### src/sv/cdid_pkg.sv
package cdid_pkg;

    // field and state widths
    localparam int unsigned MIN_W   = 7;
    localparam int unsigned SEC_W   = 6;
    localparam int unsigned TIME_W  = 13;
    localparam int unsigned TOTAL_W = 12;
    localparam int unsigned COUNT_W = 7;
    localparam int unsigned SPAN_W  = 16;
    localparam int unsigned ID_W    = 32;
    localparam int unsigned DIGIT_W = 4;

    localparam logic [TIME_W-1:0] SEC_PER_MIN = TIME_W'(60);

    // divide by ten: floor(v * 52429 / 2^19) is exact for every 13 bit v
    localparam int unsigned       DIV10_MUL_W = 16;
    localparam int unsigned       DIV10_SHIFT = 19;
    localparam int unsigned       DIV10_PROD_W = TIME_W + DIV10_MUL_W;
    localparam logic [DIV10_MUL_W-1:0] DIV10_MUL = DIV10_MUL_W'(52429);
    localparam logic [TIME_W-1:0] TEN = TIME_W'(10);

    // modulo 255 of the digit total
    localparam logic [8:0] MOD_BASE = 9'd255;

    typedef enum logic [2:0] {
        ST_IDLE,
        ST_TIME,
        ST_DIGIT,
        ST_COMMIT,
        ST_EMIT
    } t_state;

    // controller to datapath
    typedef struct packed {
        logic load;
        logic calc;
        logic digit;
        logic commit;
        logic emit;
    } t_dp_cmd;

    // datapath to controller
    typedef struct packed {
        logic leadout;
        logic full;
        logic val_zero;
    } t_dp_status;

endpackage

### src/sv/cdid_ctrl.sv
module cdid_ctrl (
    input  logic                i_clk,
    input  logic                i_rst_n,
    input  logic                i_start,
    input  cdid_pkg::t_dp_status i_status,
    output cdid_pkg::t_dp_cmd   o_cmd,
    output logic                o_busy
);

    cdid_pkg::t_state r_state;
    cdid_pkg::t_state n_state;

    always_ff @(posedge i_clk) begin
        if (!i_rst_n) begin
            r_state <= cdid_pkg::ST_IDLE;
        end else begin
            r_state <= n_state;
        end
    end

    // next state
    always_comb begin
        n_state = r_state;
        unique case (r_state)
            cdid_pkg::ST_IDLE: begin
                if (i_start) begin
                    n_state = cdid_pkg::ST_TIME;
                end
            end
            cdid_pkg::ST_TIME: begin
                priority if (i_status.leadout) begin
                    n_state = cdid_pkg::ST_EMIT;
                end else if (i_status.full) begin
                    n_state = cdid_pkg::ST_IDLE;
                end else begin
                    n_state = cdid_pkg::ST_DIGIT;
                end
            end
            cdid_pkg::ST_DIGIT: begin
                if (i_status.val_zero) begin
                    n_state = cdid_pkg::ST_COMMIT;
                end
            end
            cdid_pkg::ST_COMMIT: n_state = cdid_pkg::ST_IDLE;
            cdid_pkg::ST_EMIT:   n_state = cdid_pkg::ST_IDLE;
            default:             n_state = cdid_pkg::ST_IDLE;
        endcase
    end

    // commands
    always_comb begin
        o_cmd  = '0;
        o_busy = 1'b1;
        unique case (r_state)
            cdid_pkg::ST_IDLE: begin
                o_busy     = 1'b0;
                o_cmd.load = i_start;
            end
            cdid_pkg::ST_TIME:   o_cmd.calc   = 1'b1;
            cdid_pkg::ST_DIGIT:  o_cmd.digit  = !i_status.val_zero;
            cdid_pkg::ST_COMMIT: o_cmd.commit = 1'b1;
            cdid_pkg::ST_EMIT:   o_cmd.emit   = 1'b1;
            default:             o_cmd        = '0;
        endcase
    end

endmodule

### src/sv/cdid_dp.sv
module cdid_dp #(
    parameter int unsigned MAX_TRACKS = 99
) (
    input  logic                                i_clk,
    input  logic                                i_rst_n,
    input  logic [cdid_pkg::MIN_W-1:0]          i_minutes,
    input  logic [cdid_pkg::SEC_W-1:0]          i_seconds,
    input  logic                                i_is_leadout,
    input  cdid_pkg::t_dp_cmd                   i_cmd,
    output cdid_pkg::t_dp_status                o_status,
    output logic [cdid_pkg::ID_W-1:0]           o_disc_id,
    output logic                                o_valid
);

    localparam logic [cdid_pkg::COUNT_W-1:0] MAX_COUNT = cdid_pkg::COUNT_W'(MAX_TRACKS);

    // latched entry
    logic [cdid_pkg::MIN_W-1:0]   r_minutes;
    logic [cdid_pkg::SEC_W-1:0]   r_seconds;
    logic                         r_leadout;
    logic [cdid_pkg::TIME_W-1:0]  r_time;
    logic [cdid_pkg::TIME_W-1:0]  r_val;

    // disc state
    logic [cdid_pkg::TOTAL_W-1:0] r_digit_total;
    logic [cdid_pkg::TIME_W-1:0]  r_first_time;
    logic [cdid_pkg::COUNT_W-1:0] r_track_count;
    logic                         r_first_seen;

    logic [cdid_pkg::ID_W-1:0]    r_disc_id;
    logic                         r_valid;

    logic [cdid_pkg::TIME_W-1:0]       entry_time;
    logic [cdid_pkg::DIV10_PROD_W-1:0] div_prod;
    logic [cdid_pkg::TIME_W-1:0]       quot;
    logic [cdid_pkg::TIME_W-1:0]       quot_x10;
    logic [cdid_pkg::DIGIT_W-1:0]      digit;
    logic [8:0]                        fold;
    logic [7:0]                        total_mod;
    logic [cdid_pkg::TIME_W-1:0]       base_time;
    logic [cdid_pkg::SPAN_W-1:0]       span;

    assign entry_time = cdid_pkg::TIME_W'(r_minutes) * cdid_pkg::SEC_PER_MIN
                      + cdid_pkg::TIME_W'(r_seconds);

    // one decimal digit per step
    assign div_prod = cdid_pkg::DIV10_PROD_W'(r_val)
                    * cdid_pkg::DIV10_PROD_W'(cdid_pkg::DIV10_MUL);
    assign quot     = cdid_pkg::TIME_W'(div_prod >> cdid_pkg::DIV10_SHIFT);
    assign quot_x10 = cdid_pkg::TIME_W'(quot * cdid_pkg::TEN);
    assign digit    = cdid_pkg::DIGIT_W'(r_val - quot_x10);

    // 256 = 1 mod 255, so fold the high nibble onto the low byte
    assign fold      = 9'(r_digit_total[7:0]) + 9'(r_digit_total[11:8]);
    assign total_mod = (fold >= cdid_pkg::MOD_BASE) ? 8'(fold - cdid_pkg::MOD_BASE)
                                                    : fold[7:0];
    assign base_time = r_first_seen ? r_first_time : r_time;
    assign span      = cdid_pkg::SPAN_W'(r_time) - cdid_pkg::SPAN_W'(base_time);

    always_ff @(posedge i_clk) begin
        if (i_cmd.load) begin
            r_minutes <= i_minutes;
            r_seconds <= i_seconds;
        end
        if (i_cmd.calc) begin
            r_time <= entry_time;
        end
        if (i_cmd.calc) begin
            r_val <= entry_time;
        end else if (i_cmd.digit) begin
            r_val <= quot;
        end
        if (i_cmd.emit) begin
            r_disc_id <= {total_mod, span, 1'b0, r_track_count};
        end
    end

    always_ff @(posedge i_clk) begin
        if (!i_rst_n) begin
            r_leadout     <= 1'b0;
            r_digit_total <= '0;
            r_first_time  <= '0;
            r_track_count <= '0;
            r_first_seen  <= 1'b0;
            r_valid       <= 1'b0;
        end else begin
            r_valid <= i_cmd.emit;
            if (i_cmd.load) begin
                r_leadout <= i_is_leadout;
            end
            if (i_cmd.digit) begin
                r_digit_total <= r_digit_total + cdid_pkg::TOTAL_W'(digit);
            end
            if (i_cmd.commit) begin
                r_track_count <= r_track_count + cdid_pkg::COUNT_W'(1);
                if (!r_first_seen) begin
                    r_first_time <= r_time;
                    r_first_seen <= 1'b1;
                end
            end
            if (i_cmd.emit) begin
                r_digit_total <= '0;
                r_first_time  <= '0;
                r_track_count <= '0;
                r_first_seen  <= 1'b0;
            end
        end
    end

    assign o_status.leadout  = r_leadout;
    assign o_status.full     = (r_track_count >= MAX_COUNT);
    assign o_status.val_zero = (r_val == '0);
    assign o_disc_id         = r_disc_id;
    assign o_valid           = r_valid;

`ifndef SYNTHESIS
    a_count_bound: assert property (@(posedge i_clk) disable iff (!i_rst_n)
        r_track_count <= MAX_COUNT)
        else $error("track count beyond limit");

    a_clear_after_emit: assert property (@(posedge i_clk) disable iff (!i_rst_n)
        i_cmd.emit |=> (r_track_count == '0) && !r_first_seen && (r_digit_total == '0))
        else $error("disc state not cleared after id");

    a_valid_from_emit: assert property (@(posedge i_clk) disable iff (!i_rst_n)
        r_valid |-> $past(i_cmd.emit))
        else $error("strobe without lead-out");

    a_digit_shrinks: assert property (@(posedge i_clk) disable iff (!i_rst_n)
        i_cmd.digit |=> (r_val < $past(r_val)))
        else $error("digit step did not reduce value");
`endif

endmodule

### src/sv/cd_disc_id_hash_top.sv
// disc id engine: feed the table of contents one entry per word (start address in
// minutes and seconds, lead-out flag on the last entry). a word is taken when start
// is high and busy is low. a track word is taken, minutes*60+seconds is formed, the
// digit loop sums the decimal digits of that time until the value reaches zero, and
// then the count is updated; the loop runs through a single divide-by-ten unit. a
// lead-out word is taken, its time is formed, and the 32 bit id then appears on
// o_disc_id with o_valid high for exactly one cycle, after which the disc state is
// clear for the next disc. the id cannot be held off: capture it on the strobe.
// track words past MAX_TRACKS are dropped without effect.
module cd_disc_id_hash_top #(
    parameter int unsigned MAX_TRACKS = 99
) (
    input  logic                        i_clk,
    input  logic                        i_rst_n,
    input  logic                        start,
    output logic                        busy,
    input  logic [cdid_pkg::MIN_W-1:0]  i_minutes,
    input  logic [cdid_pkg::SEC_W-1:0]  i_seconds,
    input  logic                        i_is_leadout,
    output logic [cdid_pkg::ID_W-1:0]   o_disc_id,
    output logic                        o_valid
);

    // command and status between sequencer and datapath
    cdid_pkg::t_dp_cmd    cmd;
    cdid_pkg::t_dp_status status;

    // sequencer: idle, time, digit loop, commit or emit
    cdid_ctrl u_ctrl (
        .i_clk    (i_clk),
        .i_rst_n  (i_rst_n),
        .i_start  (start),
        .i_status (status),
        .o_cmd    (cmd),
        .o_busy   (busy)
    );

    // datapath: entry latch, digit sum, disc state and id register
    cdid_dp #(
        .MAX_TRACKS (MAX_TRACKS)
    ) u_dp (
        .i_clk        (i_clk),
        .i_rst_n      (i_rst_n),
        .i_minutes    (i_minutes),
        .i_seconds    (i_seconds),
        .i_is_leadout (i_is_leadout),
        .i_cmd        (cmd),
        .o_status     (status),
        .o_disc_id    (o_disc_id),
        .o_valid      (o_valid)
    );

endmodule

### config.mk
export PLATFORM = sky130hd
export DESIGN_NAME = cd_disc_id_hash_top
export DESIGN_NICKNAME = d
export VERILOG_FILES = /design/src/sv/cdid_pkg.sv /design/src/sv/cdid_ctrl.sv /design/src/sv/cdid_dp.sv /design/src/sv/cd_disc_id_hash_top.sv
export SDC_FILE = /design/constraint.sdc
export NUM_CORES = 1
export LEC_CHECK = 0
export ABC_AREA = 1
export CAP_MARGIN = 0
export CORE_MARGIN = 1
export CORE_UTILIZATION = 59
export CTS_CLUSTER_DIAMETER = 80
export DETAILED_ROUTE_END_ITERATION = 8
export DONT_BUFFER_PORTS = 1
export PLACE_DENSITY = 0.78
export SLEW_MARGIN = 20
export SYNTH_ARGS = -nofsm -noshare
export SYNTH_HDL_FRONTEND = slang
export SYNTH_SLANG_ARGS = --single-unit
export TNS_END_PERCENT = 30
### constraint.sdc
create_clock -name i_clk -period 6.2 [get_ports i_clk]
set_clock_uncertainty 0.2 [all_clocks]
set_input_delay 0.62 -clock i_clk [delete_from_list [all_inputs] [get_ports i_clk]]
set_output_delay 0.62 -clock i_clk [all_outputs]
set_load 0.02 [all_outputs]
; Yosys cells after proc, flatten, opt, wreduce, memory -nomap -nowiden
; Cells that the tools add are included.
[totals]
ramBits = 0
output_inout_bits = 34
rom_bits = 0
n_memories = 0
inputBits = 17
latch_bits = 0
reg_bits = 108
[op_classes]
bitwise = 1
shift = 0
reduce_logical = 6
mul = 3
n_div = 0
n_lt_le_gt_ge = 2
mux = 15
n_addsub = 7
n_eq_ne = 6
[ops]
columns = op, count
row1 = 2-to-1 mux 13 bit, 3
row2 = multiplier 13 x 16 -> 29 bit (second input constant), 1
row3 = subtractor 13 x 13 -> 14 bit, 1
row4 = adder 13 x 6 -> 13 bit, 1
row5 = zero test 13 bit, 1
row6 = adder 12 x 4 -> 12 bit, 1
row7 = multiplier 7 x 4 -> 11 bit (second input constant), 1
row8 = multiplier 10 x 3 -> 3 bit (second input constant), 1
row9 = adder 8 x 4 -> 9 bit, 1
row10 = >= comparator 9 x 8 -> 1 bit (second input constant), 1
row11 = 2-to-1 mux 3 bit, 3
row12 = one-hot mux 3 bit (3 select lines), 1
row13 = 2-to-1 mux 8 bit, 1
row14 = subtractor 8 bit (second input constant), 1
row15 = adder 7 x 1 -> 7 bit (second input constant), 1
row16 = >= comparator 7 bit (second input constant), 1
row17 = == test 3 x 2 -> 1 bit (second input constant), 2
row18 = 2-to-1 mux 1 bit, 6
row19 = subtractor 4 bit, 1
row20 = == test 3 x 1 -> 1 bit (second input constant), 1
row21 = == test 3 bit (second input constant), 1
row22 = zero test 3 bit, 1
row23 = 2-to-1 mux 2 bit, 1
row24 = != test 2 x 1 -> 1 bit (second input constant), 1
row25 = other kinds (6), 6

; Longest topological paths before layout
; Gate-level depths: netlist (run 1).
[depth]
depth_word = 5
depth_mapped = 38
mapped_depth_nobuf = 38

; Hierarchy
; Synthesis (run 1) repeated with hierarchy kept, for this count alone.
[unflattened]
cells_unflattened = 1075
area_unflattened_um2 = 9495.4
[modules_own_cells]
columns = mod, cells_each, n_inst, area_each_um2
row1 = cdid_dp, 1048, 1, 9330.2
row2 = cdid_ctrl, 27, 1, 165.2

; Worst setup path after synthesis (run 1)
; Ideal clock, no wire load.
[synth_timing]
path_type = reg-to-reg
startpoint = register u_dp.r_val[11] in the netlist's numbering
endpoint = register u_dp.r_digit_total[10] in the netlist's numbering
required_ns = 5.887
path_buffers = 0
synth_period_minus_slack_ns = 6.287
arrival_time_ns = 5.975
setup_ns = 0.113
stages_incl_launch_ff = 36
path_slack_ns = -0.087
cell_sequence = edfxtp_1 > inv_1 > ha_1 > inv_1 > fa_1 > inv_1 > fa_1 > fa_1 > inv_1 > fa_1 > ha_1 > a21oi_1 > o21ai_0 > a21oi_1 > nand2_1 > nand2_1 > nand2_1 > ha_1 > fa_1 > xor2_1 > inv_1 > nand3_1 > nand2_1 > inv_1 > nand2_1 > nand2_1 > ha_1 > nand2_1 > nor2_1 > a211oi_1 > nor2_2 > nand2_1 > nor3_2 > nand2_1 > nand2_1 > nor2_1
[synth_between]
elab_chain_len = 4
elab_cells_between_ends = 7
classes_between = 2 x add/sub / 2 x mul / 1 x mux / 2 x reduce/logical
[synth_lines]
columns = item, line
row1 = start: declaration, cdid_dp.sv:22  ; logic [cdid_pkg::TIME_W-1:0] r_val;
row2 = start signal: assignment, cdid_dp.sv:69  ; r_val <= entry_time;
row3 = start signal: assignment, cdid_dp.sv:71  ; r_val <= quot;
row4 = multiplier 13 x 16 -> 29 bit, cdid_dp.sv:48  ; * cdid_pkg::DIV10_PROD_W'(cdid_pkg::DIV10_MUL);
row5 = multiplier 10 x 3 -> 3 bit, cdid_dp.sv:50  ; assign quot_x10 = cdid_pkg::TIME_W'(quot * cdid_pkg::TEN);
row6 = subtractor 4 bit, cdid_dp.sv:51  ; assign digit = cdid_pkg::DIGIT_W'(r_val - quot_x10);
row7 = adder 12 x 4 -> 12 bit, cdid_dp.sv:92  ; r_digit_total <= r_digit_total + cdid_pkg::TOTAL_W'(digit);
row8 = end signal: assignment, cdid_dp.sv:92
row9 = end: declaration, cdid_dp.sv:25  ; logic [cdid_pkg::TOTAL_W-1:0] r_digit_total;
; Parallel ways exist; a longest one is shown, timed or not.
; A chain may end at the register's enable or synchronous reset.

; Worst setup path after layout (run 1)
[layout_timing]
startpoint = register u_dp.r_val[11] in the netlist's numbering
endpoint = register u_dp.r_digit_total[8] in the netlist's numbering
; The elaborated chain is that of the path after synthesis.

==> results.py, run 1 <==
metrics = {
    "final_layout": {
        "drive_gt1_share_pct": 17.81,
        "final_nets": 1389,
        "fin_cells": 1396,
        "syn_to_final_growth_pct": 16.44,
        "diodes": 0,
        "finalInstanceArea_sq_um": 11020,
    },
    "die": {
        "start_util_pct": 61.34,
        "die_y_um": 128.6,
        "io_pins": 51,
        "core_area_sq_um": 15430,
        "rows": 45,
        "die_w_um": 128.6,
        "dieArea_sq_um": 16550,
    },
    "worst_hold_path": {
        "min_path_type": "in2reg",
    },
    "placed_design": {
        "gp_congestion": 0.9215,
        "dp_hpwl_mm": 17.14,
        "portBuffers": 0,
        "placed_cells": 1363,
        "placed_area_sq_um": 10240,
    },
    "cts": {
        "clk-insertion-delay-late_ns": 0.35,
        "cts_root_buf": "clkbuf_16",
        "clock_sinks": 106,
        "htree_levels": 3,
        "cts_tree": "built",
        "numCtsBuffers": 9,
        "clockBufferDepth": 2,
        "clk_pin_slew_ns": 0.07,
        "cts_hold_buf": 0,
    },
    "global_routing": {
        "grt_first_pass_wirelength_mm": 36.07,
        "grt_pass1_vias": 7584,
        "track_usage_pct": 28.08,
        "grt_max_degree": 32,
        "grt-ovfl-total": 0,
        "grt_antenna_before_repair": 0,
    },
    "synthesis": {
        "ys_warn_count": 0,
        "synth_top_flop_cell": "edfxtp_1",
        "ys_async_sr_fraction_pct": 0,
        "mappedNetlistArea_sq_um": 9463,
        "mappedNetlistNets": 1302,
        "syn_area_per_cell_sq_um": 8.658,
        "synth_edf_count": 68,
        "yosysTopAreaCellShare_pct": 21.58,
        "synth_seq_area_share_pct": 29.62,
        "yosys.area.top_type": "edfxtp_1",
        "ys_ff_latch": 106,
        "ys_types": 46,
        "synth_area_leaders": "edfxtp_1, ha_1, fa_1",
        "synthCells": 1093,
    },
    "timing": {
        "clock.fmax_mhz": 156.2,
        "tns_ns": -0.9974,
        "finalHoldViolCount": 0,
        "finalSetupViolCount": 8,
        "rsz0062_at_grt": "yes",
        "worst_slew_pin_slew_ns": 0.7457,
        "drv_slew": 0,
        "layout_setup_ws_ns": -0.2013,
        "period_needed_ns": 6.401,
        "fin_crit_sh_pct": 103.2,
        "holdWs_ns": 0.1626,
        "relSlewSlack_pct": 50.22,
    },
    "detailed_routing": {
        "wirelength_mm": 21.60,
        "via_count": 7649,
        "drt_iter0_drc": 505,
        "first_pass_iters": 6,
        "wl_per_cell_um": 15.47,
        "via_per_inst": 5.479,
        "antenna_left": 0,
        "route.detailed.drc": 0,
    },
    "worst_setup_path": {
        "worstPathMaxFanout": 4,
        "cpPeakStageDelay_ns": 0.59,
        "end_kind": "flop",
        "required_ns": 6.23,
        "cp_num_buf_inv": 7,
        "crit_family": "adder cells",
        "arrival_ns": 6.43,
        "crit_slowest_cell": "fa_1",
        "start_kind": "flop",
        "path_common_cell": "nand2_2",
        "setup.worst_path.class": "reg2reg",
    },
    "job": {
        "max_cap_violations": 0,
    },
    "status": {
        "violations": "setup timing",
        "run_status": "complete, but fails checks",
    },
}
-- flip-flops by register name, indices dropped and copies added, names as in the netlist, 3 cells and up --
name,cells
u_dp.o_disc_id,29
u_dp.r_first_time,13
u_dp.r_time,13
u_dp.r_val,13
u_dp.r_digit_total,12
u_dp.r_minutes,7
u_dp.r_track_count,7
u_dp.r_seconds,6
u_ctrl.r_state,3
-- per-stage QoR --
step / utilization, % / setup slack, ns
after global routing: 71.42 / -0.5106
after global placement: 66.38 / -0.2189
after floorplan: - / 0.01817
final: 71.42 / -0.2013
after detailed placement: 66.38 / -0.3738
after CTS: 70.35 / -0.2374
-- area by class of cell --
cell class / count / area, sq um
multi-input combinational: 756 / 6138
inverter: 217 / 817.0
sequential: 106 / 2803
timing repair buffer: 90 / 690.7
clock inverter: 6 / 55.05
fill: 1113 / 4409
clock buffer: 10 / 250.2
tap: 211 / 264.0
-- synth_stat cells (2+ instances only) --
cell type / instances
a211oi_1: 13
a21o_1: 6
a21oi_1: 57
a31oi_1: 3
buf_2: 4
buf_4: 3
clkbuf_1: 6
dfxtp_1: 38
edfxtp_1: 68
fa_1: 64
ha_1: 128
inv_1: 215
mux2i_1: 11
nand2_1: 193
nand2_2: 3
nand2_4: 4
nand3_1: 58
nand3b_1: 3
nand4_1: 18
nor2_1: 70
nor2_2: 6
nor3_1: 19
nor3_2: 2
nor4_1: 4
o211ai_1: 2
o21a_1: 3
o21ai_0: 39
o21bai_1: 2
or2_2: 4
xnor2_1: 9
xor2_1: 23
-- final timing paths --
kind / slack [ns] / cells after the start / startpoint / endpoint
hold reg to reg: 0.27 / 2 / u_dp.r_first_time[0] / u_dp.r_first_time[0]
setup reg to reg: -0.20 / 34 / u_dp.r_val[11] / u_dp.r_digit_total[8]
hold / removal: 0.16 / 0 / i_minutes[6] / u_dp.r_minutes[6]
setup / recovery: -0.20 / 34 / u_dp.r_val[11] / u_dp.r_digit_total[8]
-- cell usage in the layout (no fill, tap or decap), types with 4 or more instances in the layout --
master | Yosys | final
inv_1 | 215 | 199
nand2_1 | 193 | 179
ha_1 | 128 | 110
buf_4 | 3 | 86
edfxtp_1 | 68 | 68
nor2_1 | 70 | 63
fa_1 | 64 | 58
nand3_1 | 58 | 55
a21oi_1 | 57 | 49
dfxtp_1 | 38 | 38
o21ai_0 | 39 | 36
xor2_1 | 23 | 21
nand4_1 | 18 | 18
inv_2 | 1 | 16
nand2_2 | 3 | 16
nor3_1 | 19 | 16
ha_4 | 0 | 15
nor2_2 | 6 | 13
a211oi_1 | 13 | 12
mux2i_1 | 11 | 11
clkbuf_16 | 0 | 10
a21oi_2 | 1 | 9
xnor2_1 | 9 | 8
a21o_1 | 6 | 6
fa_2 | 0 | 6
nand2_4 | 4 | 5
or2_2 | 4 | 4
nand3_2 | 1 | 4
nor4_1 | 4 | 4
buf_6 | 0 | 4
-- kinds of logic after synthesis --
family	count (synthesis)	synth area share, %
multiplexers	11	1.164
AO/OA/AOI/OAI	131	7.867
buffers and inverters	231	9.441
AND/OR/NAND/NOR	387	17.98
other	1	0.03963
adder cells (fa/ha/maj)	192	30.46
flip-flops	106	29.62
XOR/XNOR	34	3.425
-- per-layer routing --
| layer | track usage (%) | up-vias | share of wire [%] | routed length [um] |
|---|---|---|---|---|
| met2 | 48.30 | 221 | 49 | 10580 |
| met5 | 0 | - | 0 | 0 |
| met4 | 8.581 | 0 | 2.3 | 488 |
| met1 | 36.15 | 3658 | 43 | 9362 |
| met3 | 4.906 | 36 | 5.4 | 1169 |
| li1 | - | 3734 | - | - |
-- what timing repair did --
item	CTS	global route
setup endpoints to repair	9	9
pin swaps	45	38
resized for setup	56	28
buffers inserted	10	7
endpoints found under the hold margin	0	0
Power of run 1 is not shown: default switching activity piles up to over one toggle a cycle in this logic, so the estimate is an artifact.
==> run 2, diff against run 1 <==
--- a/config.mk
+++ b/config.mk
@@ -16,5 +16,6 @@
 export SLEW_MARGIN = 20
 export SYNTH_ARGS = -nofsm -noshare
 export SYNTH_HDL_FRONTEND = slang
+export SYNTH_HIERARCHICAL = 1
 export SYNTH_SLANG_ARGS = --single-unit
 export TNS_END_PERCENT = 30
==> results.py, run 2 <==
metrics = {
    "cts": {
        "clock_sinks": 106,
        "clk_pin_slew_ns": 0.08,
        "clockBufferDepth": 2,
        "numCtsBuffers": 9,
        "cts_hold_buf": 0,
        "cts_tree": "built",
        "clk-insertion-delay-late_ns": 0.35,
        "cts_root_buf": "clkbuf_16",
        "htree_levels": 3,
    },
    "timing": {
        "period_needed_ns": 6.386,
        "holdWs_ns": 0.1553,
        "clock.fmax_mhz": 156.6,
        "relSlewSlack_pct": 47.28,
        "finalHoldViolCount": 0,
        "rsz0062_at_grt": "yes",
        "worst_slew_pin_slew_ns": 0.7897,
        "fin_crit_sh_pct": 103.0,
        "drv_slew": 0,
        "finalSetupViolCount": 7,
        "layout_setup_ws_ns": -0.1857,
    },
    "detailed_routing": {
        "via_per_inst": 5.537,
        "first_pass_iters": 5,
        "route.detailed.drc": 0,
        "drt_iter0_drc": 477,
        "antenna_left": 0,
        "wirelength_mm": 22.14,
        "wl_per_cell_um": 16.18,
        "via_count": 7574,
    },
    "worst_setup_path": {
        "crit_family": "adder cells",
        "setup.worst_path.class": "reg2reg",
        "cp_num_buf_inv": 6,
        "end_kind": "flop",
        "worstPathMaxFanout": 4,
        "required_ns": 6.25,
        "arrival_ns": 6.43,
        "start_kind": "flop",
        "crit_slowest_cell": "fa_2",
        "cpPeakStageDelay_ns": 0.63,
        "rrSetupSlack_ns": -0.19,
    },
    "synthesis": {
        "synth_top_flop_cell": "edfxtp_1",
        "synth_area_leaders": "edfxtp_1, ha_1, fa_1",
        "syn_area_per_cell_sq_um": 8.833,
        "synth_edf_count": 68,
        "ys_types": 54,
        "synthCells": 1075,
        "yosys.area.top_type": "edfxtp_1",
        "synthTopCellsByCount": "inv_1, nand2_1, ha_1",
        "yosysMostFrequentCell": "inv_1",
        "yosysTopAreaCellShare_pct": 21.50,
        "mappedNetlistArea_sq_um": 9495,
        "ys_async_sr_fraction_pct": 0,
        "synth_seq_area_share_pct": 29.52,
        "ys_ff_latch": 106,
        "ys_warn_count": 6,
        "mappedNetlistNets": 1285,
    },
    "placed_design": {
        "post-place-ws_ns": -0.3120,
        "gp_congestion": 0.9108,
        "portBuffers": 0,
        "dp_hpwl_mm": 16.60,
    },
    "die": {
        "die_y_um": 128.9,
        "rows": 46,
        "die_w_um": 128.9,
        "io_pins": 51,
        "dieArea_sq_um": 16600,
        "core_area_sq_um": 15770,
        "start_util_pct": 60.21,
    },
    "final_layout": {
        "final_common_cell": "inv_1",
        "layout_common_cells": "inv_1, nand2_1, ha_1",
        "largest_register_ffs": 29,
        "final_nets": 1357,
        "diodes": 0,
        "drive_gt1_share_pct": 18.40,
        "final_util_pct": 69.64,
        "syn_to_final_growth_pct": 15.65,
    },
    "global_routing": {
        "gr-usage-met3_pct": 3.077,
        "grt-ovfl-total": 0,
        "grt_first_pass_wirelength_mm": 34.43,
        "grt_antenna_before_repair": 0,
        "grt_pass1_vias": 7212,
        "top_usage_layer": "met2",
        "track_usage_pct": 26.68,
        "grtUsageMet2_pct": 47.22,
        "grt_max_degree": 32,
        "grt_use_met1_pct": 33.59,
    },
    "status": {
        "violations": "setup timing",
        "run_status": "complete, but fails checks",
    },
    "worst_hold_path": {
        "min_path_type": "in2reg",
    },
    "job": {
        "max_cap_violations": 0,
    },
}
run 2: cell count changes after synthesis, moves of 11 or more:
cell	delta
nand2_1	-24
a211oi_1	-13
nand3_1	-13
nor2_1	-12
o211ai_1	+11
run 2: cell families (layout without fill, tap and decap cells):
family | count (synthesis) | count (layout) | share of synthesized area [%]
flip-flops | 106 | 106 | 29.52
multiplexers | 11 | 11 | 1.160
XOR/XNOR | 37 | 37 | 3.927
AO/OA/AOI/OAI | 147 | 147 | 9.000
adder cells (fa/ha/maj) | 193 | 193 | 30.49
AND/OR/NAND/NOR | 334 | 334 | 15.93
buffers and inverters | 246 | 323 | 9.935
other | 1 | 1 | 0.03949
run 2: final cells by class:
type	count	area (sq um)
clock buffer	9	225.2
clock inverter	7	87.58
fill	1139	4788
inverter	231	867.1
multi-input combinational	723	6151
sequential	106	2803
tap	216	270.3
timing repair buffer	76	578.1
run 2: per-layer routing:
layer  vias up  routed length [um]
met2       284               11130
li1       3634                   -
met3        60                1070
met1      3596                9189
met5         -                   0
met4         0                 744
run 2: metrics by stage:
step	std cells	instance area, sq um	setup TNS, ns
2_1_floorplan	1075	9495	0
3_3_place_gp	1343	10200	-0.5676
3_5_place_dp	1343	10200	-1.787
4_1_cts	1362	10730	-0.004966
5_1_grt	1368	10980	-2.200
6_report	1368	10980	-0.9360
run 2: final timing paths:
check | start | to | cells past startpoint
setup reg to reg | u_dp/r_val[8] | u_dp/r_digit_total[9] | 30
hold reg to reg | u_dp/r_leadout | u_ctrl/r_state[2] | 2
setup / recovery | u_dp/r_val[8] | u_dp/r_digit_total[9] | 30
hold / removal | i_seconds[3] | u_dp/r_seconds[3] | 0
run 2: what timing repair did:
item / in CTS / in global routing
gates resized for setup: 36 / 65
setup buffers: 3 / 6
pin swaps: 14 / 47
endpoints found under the setup margin: 9 / 9
Power of run 2 is left out for the same reason.
